### src/hw/rtl/tdqs_pkg.sv
// Shared types and codes of the tick delay queue server.
`timescale 1ns / 1ps

package tdqs_pkg;

  localparam logic [1:0] MODE_TICK = 2'd0;
  localparam logic [1:0] MODE_TIME = 2'd1;
  localparam logic [1:0] MODE_ABS  = 2'd2;
  localparam logic [1:0] MODE_REL  = 2'd3;

  localparam logic [1:0] KIND_ACK     = 2'd0;
  localparam logic [1:0] KIND_TIME    = 2'd1;
  localparam logic [1:0] KIND_RELEASE = 2'd2;
  localparam logic [1:0] KIND_FULL    = 2'd3;

  typedef enum logic [1:0] {
    ST_IDLE,
    ST_EXEC,
    ST_ACK,
    ST_REL
  } state_t;

  typedef struct packed {
    logic       latch;
    logic       tick_inc;
    logic       emit;
    logic [1:0] kind;
    logic       from_head;
    logic       last_bit;
    logic       insert;
    logic       pop;
  } cmd_t;

  typedef struct packed {
    logic [1:0] mode;
    logic       past;
    logic       full;
    logic       due;
    logic       next_due;
    logic       out_free;
  } status_t;

endpackage

### src/hw/rtl/tick_delay_queue_server.sv
// Top level of the tick delay queue server.
//
// The input channel takes one request word at a time: a tick, a time query,
// a delay until an absolute tick, or a delay by a relative tick count.
// The result channel returns reply words; out_last marks the final word
// that belongs to a request.
// A request is taken only while the block is idle. A time query, a delay
// released at once and a queue full reply are latched in the idle state and
// enter the output register from the execute state once it is free, and then the
// block is idle again; a stored delay is inserted in the execute state, with no word.
// A tick advances the count in the execute state, its acknowledgement enters
// the output register from the ack state and each release follows from the
// release state, one word at a time while the output register is free;
// the waiter row is kept sorted on insertion, so the earliest waiter sits at its head.
// The reply stage is one output register; when the receiver stalls, the
// controller waits in place and the word in that register holds.
// Reset clears the tick count, the waiter count and the output valid flag.
`timescale 1ns / 1ps

module tick_delay_queue_server #(
  parameter int MAX_WAITERS = 16
) (
  input  logic        clk,
  input  logic        rst_n,
  input  logic        in_valid,
  output logic        in_ready,
  input  logic [1:0]  in_mode,
  input  logic [7:0]  in_task_id,
  input  logic [31:0] in_time_value,
  output logic        out_valid,
  input  logic        out_ready,
  output logic [1:0]  out_reply_kind,
  output logic [7:0]  out_reply_task,
  output logic [31:0] out_reply_time,
  output logic        out_last
);

  tdqs_pkg::cmd_t    cmd;
  tdqs_pkg::status_t sts;

  tdqs_ctrl u_ctrl (
    .clk      (clk),
    .rst_n    (rst_n),
    .in_valid (in_valid),
    .in_ready (in_ready),
    .sts      (sts),
    .cmd      (cmd)
  );

  tdqs_dpath #(
    .MAX_WAITERS (MAX_WAITERS)
  ) u_dpath (
    .clk            (clk),
    .rst_n          (rst_n),
    .in_mode        (in_mode),
    .in_task_id     (in_task_id),
    .in_time_value  (in_time_value),
    .out_valid      (out_valid),
    .out_ready      (out_ready),
    .out_reply_kind (out_reply_kind),
    .out_reply_task (out_reply_task),
    .out_reply_time (out_reply_time),
    .out_last       (out_last),
    .cmd            (cmd),
    .sts            (sts)
  );

endmodule

### src/hw/rtl/tdqs_ctrl.sv
// Controller state machine of the tick delay queue server.
`timescale 1ns / 1ps

module tdqs_ctrl (
  input  logic             clk,
  input  logic             rst_n,
  input  logic             in_valid,
  output logic             in_ready,
  input  tdqs_pkg::status_t sts,
  output tdqs_pkg::cmd_t   cmd
);

  tdqs_pkg::state_t state_r, state_nxt;

  always_ff @(posedge clk) begin
    if (!rst_n) begin
      state_r <= tdqs_pkg::ST_IDLE;
    end else begin
      state_r <= state_nxt;
    end
  end

  always_comb begin
    state_nxt = state_r;
    in_ready  = 1'b0;
    cmd       = '0;
    unique case (state_r)
      tdqs_pkg::ST_IDLE: begin
        in_ready  = 1'b1;
        cmd.latch = in_valid;
        if (in_valid) begin
          state_nxt = tdqs_pkg::ST_EXEC;
        end
      end
      tdqs_pkg::ST_EXEC: begin
        unique case (sts.mode)
          tdqs_pkg::MODE_TICK: begin
            cmd.tick_inc = 1'b1;
            state_nxt    = tdqs_pkg::ST_ACK;
          end
          tdqs_pkg::MODE_TIME: begin
            if (sts.out_free) begin
              cmd.emit     = 1'b1;
              cmd.kind     = tdqs_pkg::KIND_TIME;
              cmd.last_bit = 1'b1;
              state_nxt    = tdqs_pkg::ST_IDLE;
            end
          end
          default: begin
            priority if (sts.mode == tdqs_pkg::MODE_ABS && sts.past) begin
              if (sts.out_free) begin
                cmd.emit     = 1'b1;
                cmd.kind     = tdqs_pkg::KIND_RELEASE;
                cmd.last_bit = 1'b1;
                state_nxt    = tdqs_pkg::ST_IDLE;
              end
            end else if (sts.full) begin
              if (sts.out_free) begin
                cmd.emit     = 1'b1;
                cmd.kind     = tdqs_pkg::KIND_FULL;
                cmd.last_bit = 1'b1;
                state_nxt    = tdqs_pkg::ST_IDLE;
              end
            end else begin
              cmd.insert = 1'b1;
              state_nxt  = tdqs_pkg::ST_IDLE;
            end
          end
        endcase
      end
      tdqs_pkg::ST_ACK: begin
        if (sts.out_free) begin
          cmd.emit     = 1'b1;
          cmd.kind     = tdqs_pkg::KIND_ACK;
          cmd.last_bit = !sts.due;
          state_nxt    = sts.due ? tdqs_pkg::ST_REL : tdqs_pkg::ST_IDLE;
        end
      end
      tdqs_pkg::ST_REL: begin
        if (sts.out_free) begin
          cmd.emit      = 1'b1;
          cmd.kind      = tdqs_pkg::KIND_RELEASE;
          cmd.from_head = 1'b1;
          cmd.pop       = 1'b1;
          cmd.last_bit  = !sts.next_due;
          state_nxt     = sts.next_due ? tdqs_pkg::ST_REL : tdqs_pkg::ST_IDLE;
        end
      end
      default: begin
        state_nxt = tdqs_pkg::ST_IDLE;
      end
    endcase
  end

endmodule

### src/hw/rtl/tdqs_dpath.sv
// Datapath of the tick delay queue server: tick count, sorted waiter row, output register.
`timescale 1ns / 1ps

module tdqs_dpath #(
  parameter int MAX_WAITERS = 16
) (
  input  logic              clk,
  input  logic              rst_n,
  input  logic [1:0]        in_mode,
  input  logic [7:0]        in_task_id,
  input  logic [31:0]       in_time_value,
  output logic              out_valid,
  input  logic              out_ready,
  output logic [1:0]        out_reply_kind,
  output logic [7:0]        out_reply_task,
  output logic [31:0]       out_reply_time,
  output logic              out_last,
  input  tdqs_pkg::cmd_t    cmd,
  output tdqs_pkg::status_t sts
);

  localparam int CW = $clog2(MAX_WAITERS + 1);

  logic [31:0]   tick_r;
  logic [CW-1:0] cnt_r;
  logic [1:0]    mode_r;
  logic [7:0]    task_r;
  logic [31:0]   deadline_r;
  logic [31:0]   dl_r [MAX_WAITERS];
  logic [7:0]    tk_r [MAX_WAITERS];
  logic [MAX_WAITERS-1:0] le;

  logic          out_valid_r;
  logic [1:0]    kind_r;
  logic [7:0]    rtask_r;
  logic [31:0]   rtime_r;
  logic          last_r;
  logic          next_due;

  // The row stays sorted by deadline; equal deadlines stay in arrival order.
  for (genvar i = 0; i < MAX_WAITERS; i++) begin : g_cell
    assign le[i] = (CW'(i) < cnt_r) && (dl_r[i] <= deadline_r);

    always_ff @(posedge clk) begin
      if (cmd.insert) begin
        if (!le[i]) begin
          if (i == 0) begin
            dl_r[i] <= deadline_r;
            tk_r[i] <= task_r;
          end else if (le[(i > 0) ? i - 1 : 0]) begin
            dl_r[i] <= deadline_r;
            tk_r[i] <= task_r;
          end else begin
            dl_r[i] <= dl_r[(i > 0) ? i - 1 : 0];
            tk_r[i] <= tk_r[(i > 0) ? i - 1 : 0];
          end
        end
      end else if (cmd.pop && i + 1 < MAX_WAITERS) begin
        dl_r[i] <= dl_r[(i + 1 < MAX_WAITERS) ? i + 1 : i];
        tk_r[i] <= tk_r[(i + 1 < MAX_WAITERS) ? i + 1 : i];
      end
    end
  end

  if (MAX_WAITERS > 1) begin : g_next
    assign next_due = (cnt_r > CW'(1)) && (dl_r[1] <= tick_r);
  end else begin : g_no_next
    assign next_due = 1'b0;
  end

  always_ff @(posedge clk) begin
    if (!rst_n) begin
      tick_r      <= '0;
      cnt_r       <= '0;
      out_valid_r <= 1'b0;
    end else begin
      if (cmd.tick_inc) begin
        tick_r <= tick_r + 32'd1;
      end
      if (cmd.insert) begin
        cnt_r <= cnt_r + CW'(1);
      end else if (cmd.pop) begin
        cnt_r <= cnt_r - CW'(1);
      end
      if (cmd.emit) begin
        out_valid_r <= 1'b1;
      end else if (out_ready) begin
        out_valid_r <= 1'b0;
      end
    end
  end

  always_ff @(posedge clk) begin
    if (cmd.latch) begin
      mode_r     <= in_mode;
      task_r     <= in_task_id;
      deadline_r <= (in_mode == tdqs_pkg::MODE_REL) ? tick_r + in_time_value : in_time_value;
    end
    if (cmd.emit) begin
      kind_r  <= cmd.kind;
      rtask_r <= cmd.from_head ? tk_r[0] : task_r;
      rtime_r <= tick_r;
      last_r  <= cmd.last_bit;
    end
  end

  always_comb begin
    sts.mode     = mode_r;
    sts.past     = deadline_r < tick_r;
    sts.full     = cnt_r == CW'(MAX_WAITERS);
    sts.due      = (cnt_r != '0) && (dl_r[0] <= tick_r);
    sts.next_due = next_due;
    sts.out_free = !out_valid_r || out_ready;
  end

  assign out_valid      = out_valid_r;
  assign out_reply_kind = kind_r;
  assign out_reply_task = rtask_r;
  assign out_reply_time = rtime_r;
  assign out_last       = last_r;

endmodule

### config.mk
export PLATFORM = sky130hd
export DESIGN_NAME = tick_delay_queue_server
export DESIGN_NICKNAME = d
export VERILOG_FILES = /design/src/hw/rtl/tdqs_pkg.sv /design/src/hw/rtl/tick_delay_queue_server.sv /design/src/hw/rtl/tdqs_ctrl.sv /design/src/hw/rtl/tdqs_dpath.sv
export SDC_FILE = /design/constraint.sdc
export NUM_CORES = 2
export LEC_CHECK = 0
export ABC_AREA = 1
export BUFFER_PORTS_ARGS = -buffer_cell sky130_fd_sc_hd__buf_2
export CAP_MARGIN = 20
export CORE_MARGIN = 2
export CORE_UTILIZATION = 53
export DETAILED_ROUTE_END_ITERATION = 7
export PLACE_DENSITY_LB_ADDON = 0.12
export SYNTH_ARGS = -nofsm -noshare
export SYNTH_HDL_FRONTEND = slang
export SYNTH_HIERARCHICAL = 1
export SYNTH_SLANG_ARGS = --single-unit
### constraint.sdc
create_clock -name clk -period 12.4 [get_ports clk]
set_input_delay 2.48 -clock clk [delete_from_list [all_inputs] [get_ports clk]]
set_output_delay 2.48 -clock clk [all_outputs]
set_load 0.01 [all_outputs]
==> summary.md <==
| Metric | Value |
|---|---|
| Reg area | `~23000 um^2` |
| FMAX | `~160 MHz` |
| Fin. max-slew vios | `0` |
| Yosys top cell by area | `edfxtp_1` |
| Row cnt | `121` |
| R2r startpoint | `u_dpath/tick_r[11]` |
| Htree depth | `3` |
| Top post-synthesis cells by count | `nand2_1 (2680), inv_1 (800), edfxtp_1 (725)` |
| Placed Area | `59100 um^2` |
| DIE HEIGHT | `334 um` |
| Detailed-route via count | `54682` |
| Worst hold-check path type | `reg -> reg` |
| Max-cap violations | `0` |
| PD cells | `123 nW/um^2` |
| EDFF count, synth | `725` |
| Reg clk slew, reported paths | `0.06 ns` |
| Port bufs | `90` |
| Worst setup path end | `u_dpath/dl_r[2][90]` |
| Setup crit start kind | `flip-flop` |
| Initial antenna violation count | `3` |
| Worst-margin pin slew | `1.15 ns` |
| First-pass GRT wire length | `317 mm` |
| HPWL Detailed | `between 100 and 150 mm` |
| I/O pins | `91` |
| Post-synthesis area per instance | `7.65 um^2` |
| YS warnings | `6` |
| Design Area, Final | `62100 um^2` |
| Run status | `finished, final reports clean` |
| Clock root cell | `clkbuf_16` |
| Largest net degree at the start of global routing | `190` |
| Later-pin clock latency in the skew report | `between 0.7 and 0.8 ns` |
| Core Util, Final | `between 50% and 60%` |
| Fin crit share | `50.4%` |
| CP max FO | `80` |
| Hold-fix buffers, CTS | `0` |
| Async set-or-reset flop fraction in the synthesized netlist | `0%` |
| Vias in the first global route | `50711` |
| Drt via density | `around 6` |
| Hold_ws | `0.506 ns` |
| TritonCTS clock tree | `yes` |
| Setup_tns | `0 ns` |
| DRC | `0` |
| # clock sinks | `roughly 770` |
| Final nets | `8095` |
| Top cell type's share of synthesized area | `roughly 38%` |
| Pwr Total | `7.66 mW` |
| Worst EP arrival | `6.70 ns` |
| Starting Density | `a little over half` |
| Most numerous cell in the Yosys netlist | `nand2_1` |
| Layout cell share with drive strength beyond 1 | `5.59%` |
| Area growth syn-to-layout | `7.56%` |
| Synth Register Bits | `between 700 and 800` |
| Critical path startpoint | `u_dpath/tick_r[11]` |
| Net Count, Synth | `8233` |
| Final GP Congestion | `~0.95` |
| Peak supply drop | `98.8 uV` |
| Setup Viol. Count Final | `0` |
| Post-synth cell types | `55` |
| DR pass1 iterations | `6` |
| Worst R2R Path Depth | `17` |
| Core box area | `108000 um^2` |
| Cts repair resizes | `0` |
| Chip Width | `334 um` |
| Leakage power | `29.3 nW` |
| Die area | `112000 um^2` |
| Post-Syn Area | `between 50000 and 60000 um^2` |
| Flop-to-flop setup slack | `about 6.2 ns` |
| FILL cells | `between 10000 and 15000` |
| Worst EP required | `12.85 ns` |
| Crit Reg-Reg Endpoint | `u_dpath/dl_r[2][90]` |
| Total Wirelength | `211 mm` |
| Final Hold Violating Endpoints | `0` |
| Max clock buf depth | `3` |
| Area contributors post-synth | `edfxtp_1 (38%), nand2_1 (17%), ha_1 (14%)` |
| WL per Instance | `roughly 24 um` |
| Worst setup EP type | `flip-flop` |
| Post-CTS setup buffer count | `0` |
| Global Route Usage Sum | `37.1%` |
| Clk_skew | `0.0349 ns` |
| Final worst path period need | `6.25 ns` |
| Starting DRT DRC Count | `slightly above 7000` |
| Rel. slew slack | `23.4%` |
| Multi-input logic area | `between 30000 and 40000 um^2` |
| Total CTS buffers | `91` |
| Register area share after synthesis | `between 30% and 40%` |
| Remaining global-route overflow | `0` |
| DRT antenna net count | `0` |
| Top FF cell, synth | `edfxtp_1` |
| Cells after synthesis | `around 7500` |
| Critical path class | `reg -> reg` |
| RSZ-0062 raised after global routing | `no` |
==> worst min path at each step <==
stage | startpoint | endpoint | slack (ns) | cells past startpoint
3_5_place_dp | u_dpath/tick_r[31] | u_dpath/out_reply_time[31] | 0.48 | 0
6_report | u_dpath/tick_r[31] | u_dpath/out_reply_time[31] | 0.51 | 0
5_1_grt | u_dpath/tick_r[31] | u_dpath/out_reply_time[31] | 0.51 | 0
2_1_floorplan | u_dpath/tick_r[30] | u_dpath/out_reply_time[30] | 0.43 | 0
3_3_place_gp | u_dpath/tick_r[30] | u_dpath/out_reply_time[30] | 0.48 | 0
4_1_cts | u_dpath/tick_r[31] | u_dpath/out_reply_time[31] | 0.50 | 0
==> metal layers <==
layer	vias up	global-route usage (%)	routed length [um]
met5	-	0	21
met4	4	19.3	12100
met3	536	6.61	24100
met2	3190	54.6	89200
met1	25627	52.2	85800
li1	25325	-	-
==> layout by cell type, fill, tap and decap left out, types with 11 or more instances in the layout <==
master / count
buf_4: 107
nor2_1: 240
edfxtp_1: 725
nand4_1: 625
buf_2: 91
nand3_1: 607
nand2_2: 28
a21o_1: 19
a21oi_1: 330
nand2_1: 2657
clkbuf_1: 20
buf_12: 11
inv_1: 798
dfxtp_1: 40
clkinv_1: 19
ha_1: 643
nor3_1: 27
clkbuf_16: 93
o21a_1: 28
clkinv_2: 17
o21ai_0: 205
==> critical path, stage by stage, from the launching register on <==
cell and delay [ns]:
dfxtp_1 0.65, inv_1 0.29, ha_1 0.37, nand2_1 0.07, o21ai_0 0.19, nand4_1 0.10, nand4_1 0.17, a21oi_1 0.19
nand3_2 0.15, nand3_1 0.14, nor2_4 0.31, buf_4 0.52, buf_4 0.61, buf_4 0.77, buf_4 0.87, nand4_1 0.23
nand3_1 0.14, nand2_1 0.07
==> power by group <==
| group | leakage, nW | total, mW | switching (mW) | internal, mW |
|---|---|---|---|---|
| Clock | 1.43 | 2.75 | 1.20 | 1.56 |
| Combinational | 20.9 | 1.62 | 1.12 | 0.508 |
| Sequential | 6.98 | 3.29 | 0.188 | 3.10 |
| Total | 29.3 | 7.66 | 2.50 | 5.17 |
==> cells by family after synthesis <==
| logic type | Yosys count | synth area share [%] |
|---|---|---|
| fa+ha+maj | 644 | 14.0 |
| flops | 765 | 39.1 |
| buf+inv | 1245 | 8.66 |
| simple gates | 4236 | 32.0 |
| xor+xnor | 15 | 0.228 |
| compound gates | 638 | 5.97 |
==> sequential cells by signal, summed over array words and instances, names as in the netlist <==
| signal | count |
|---|---|
| u_dpath/dl_r | 512 |
| u_dpath/tk_r | 128 |
| u_dpath/deadline_r | 32 |
| u_dpath/out_reply_time | 32 |
| u_dpath/tick_r | 32 |
| u_dpath/out_reply_task | 8 |
| u_dpath/task_r | 8 |
| u_dpath/cnt_r | 5 |
| u_ctrl/state_r | 2 |
| u_dpath/mode_r | 2 |
| u_dpath/out_reply_kind | 2 |
| u_dpath/out_last | 1 |
| u_dpath/out_valid | 1 |
==> layout make-up <==
| cell class | instances | share of cell area [%] |
|---|---|---|
| repair buffers | 209 | 2.38 |
| clock buffers | 115 | 3.92 |
| inverters | 805 | 4.88 |
| clock inverters | 55 | 0.833 |
| multi-input cells | 5533 | 48.8 |
| flip-flops and latches | 765 | 36.4 |
| well taps | 1414 | 2.85 |
| diodes | 3 | 0.0121 |
==> per-stage QoR <==
stage                     setup WS [ns]  cells
after floorplan                    6.93   7543
after global placement             5.85   8719
after detailed placement           5.89   8724
after CTS                          6.35   8894
after global routing               5.90   8896
final                              6.15   8899
No activity file was read; power rests on OpenSTA's default activity.
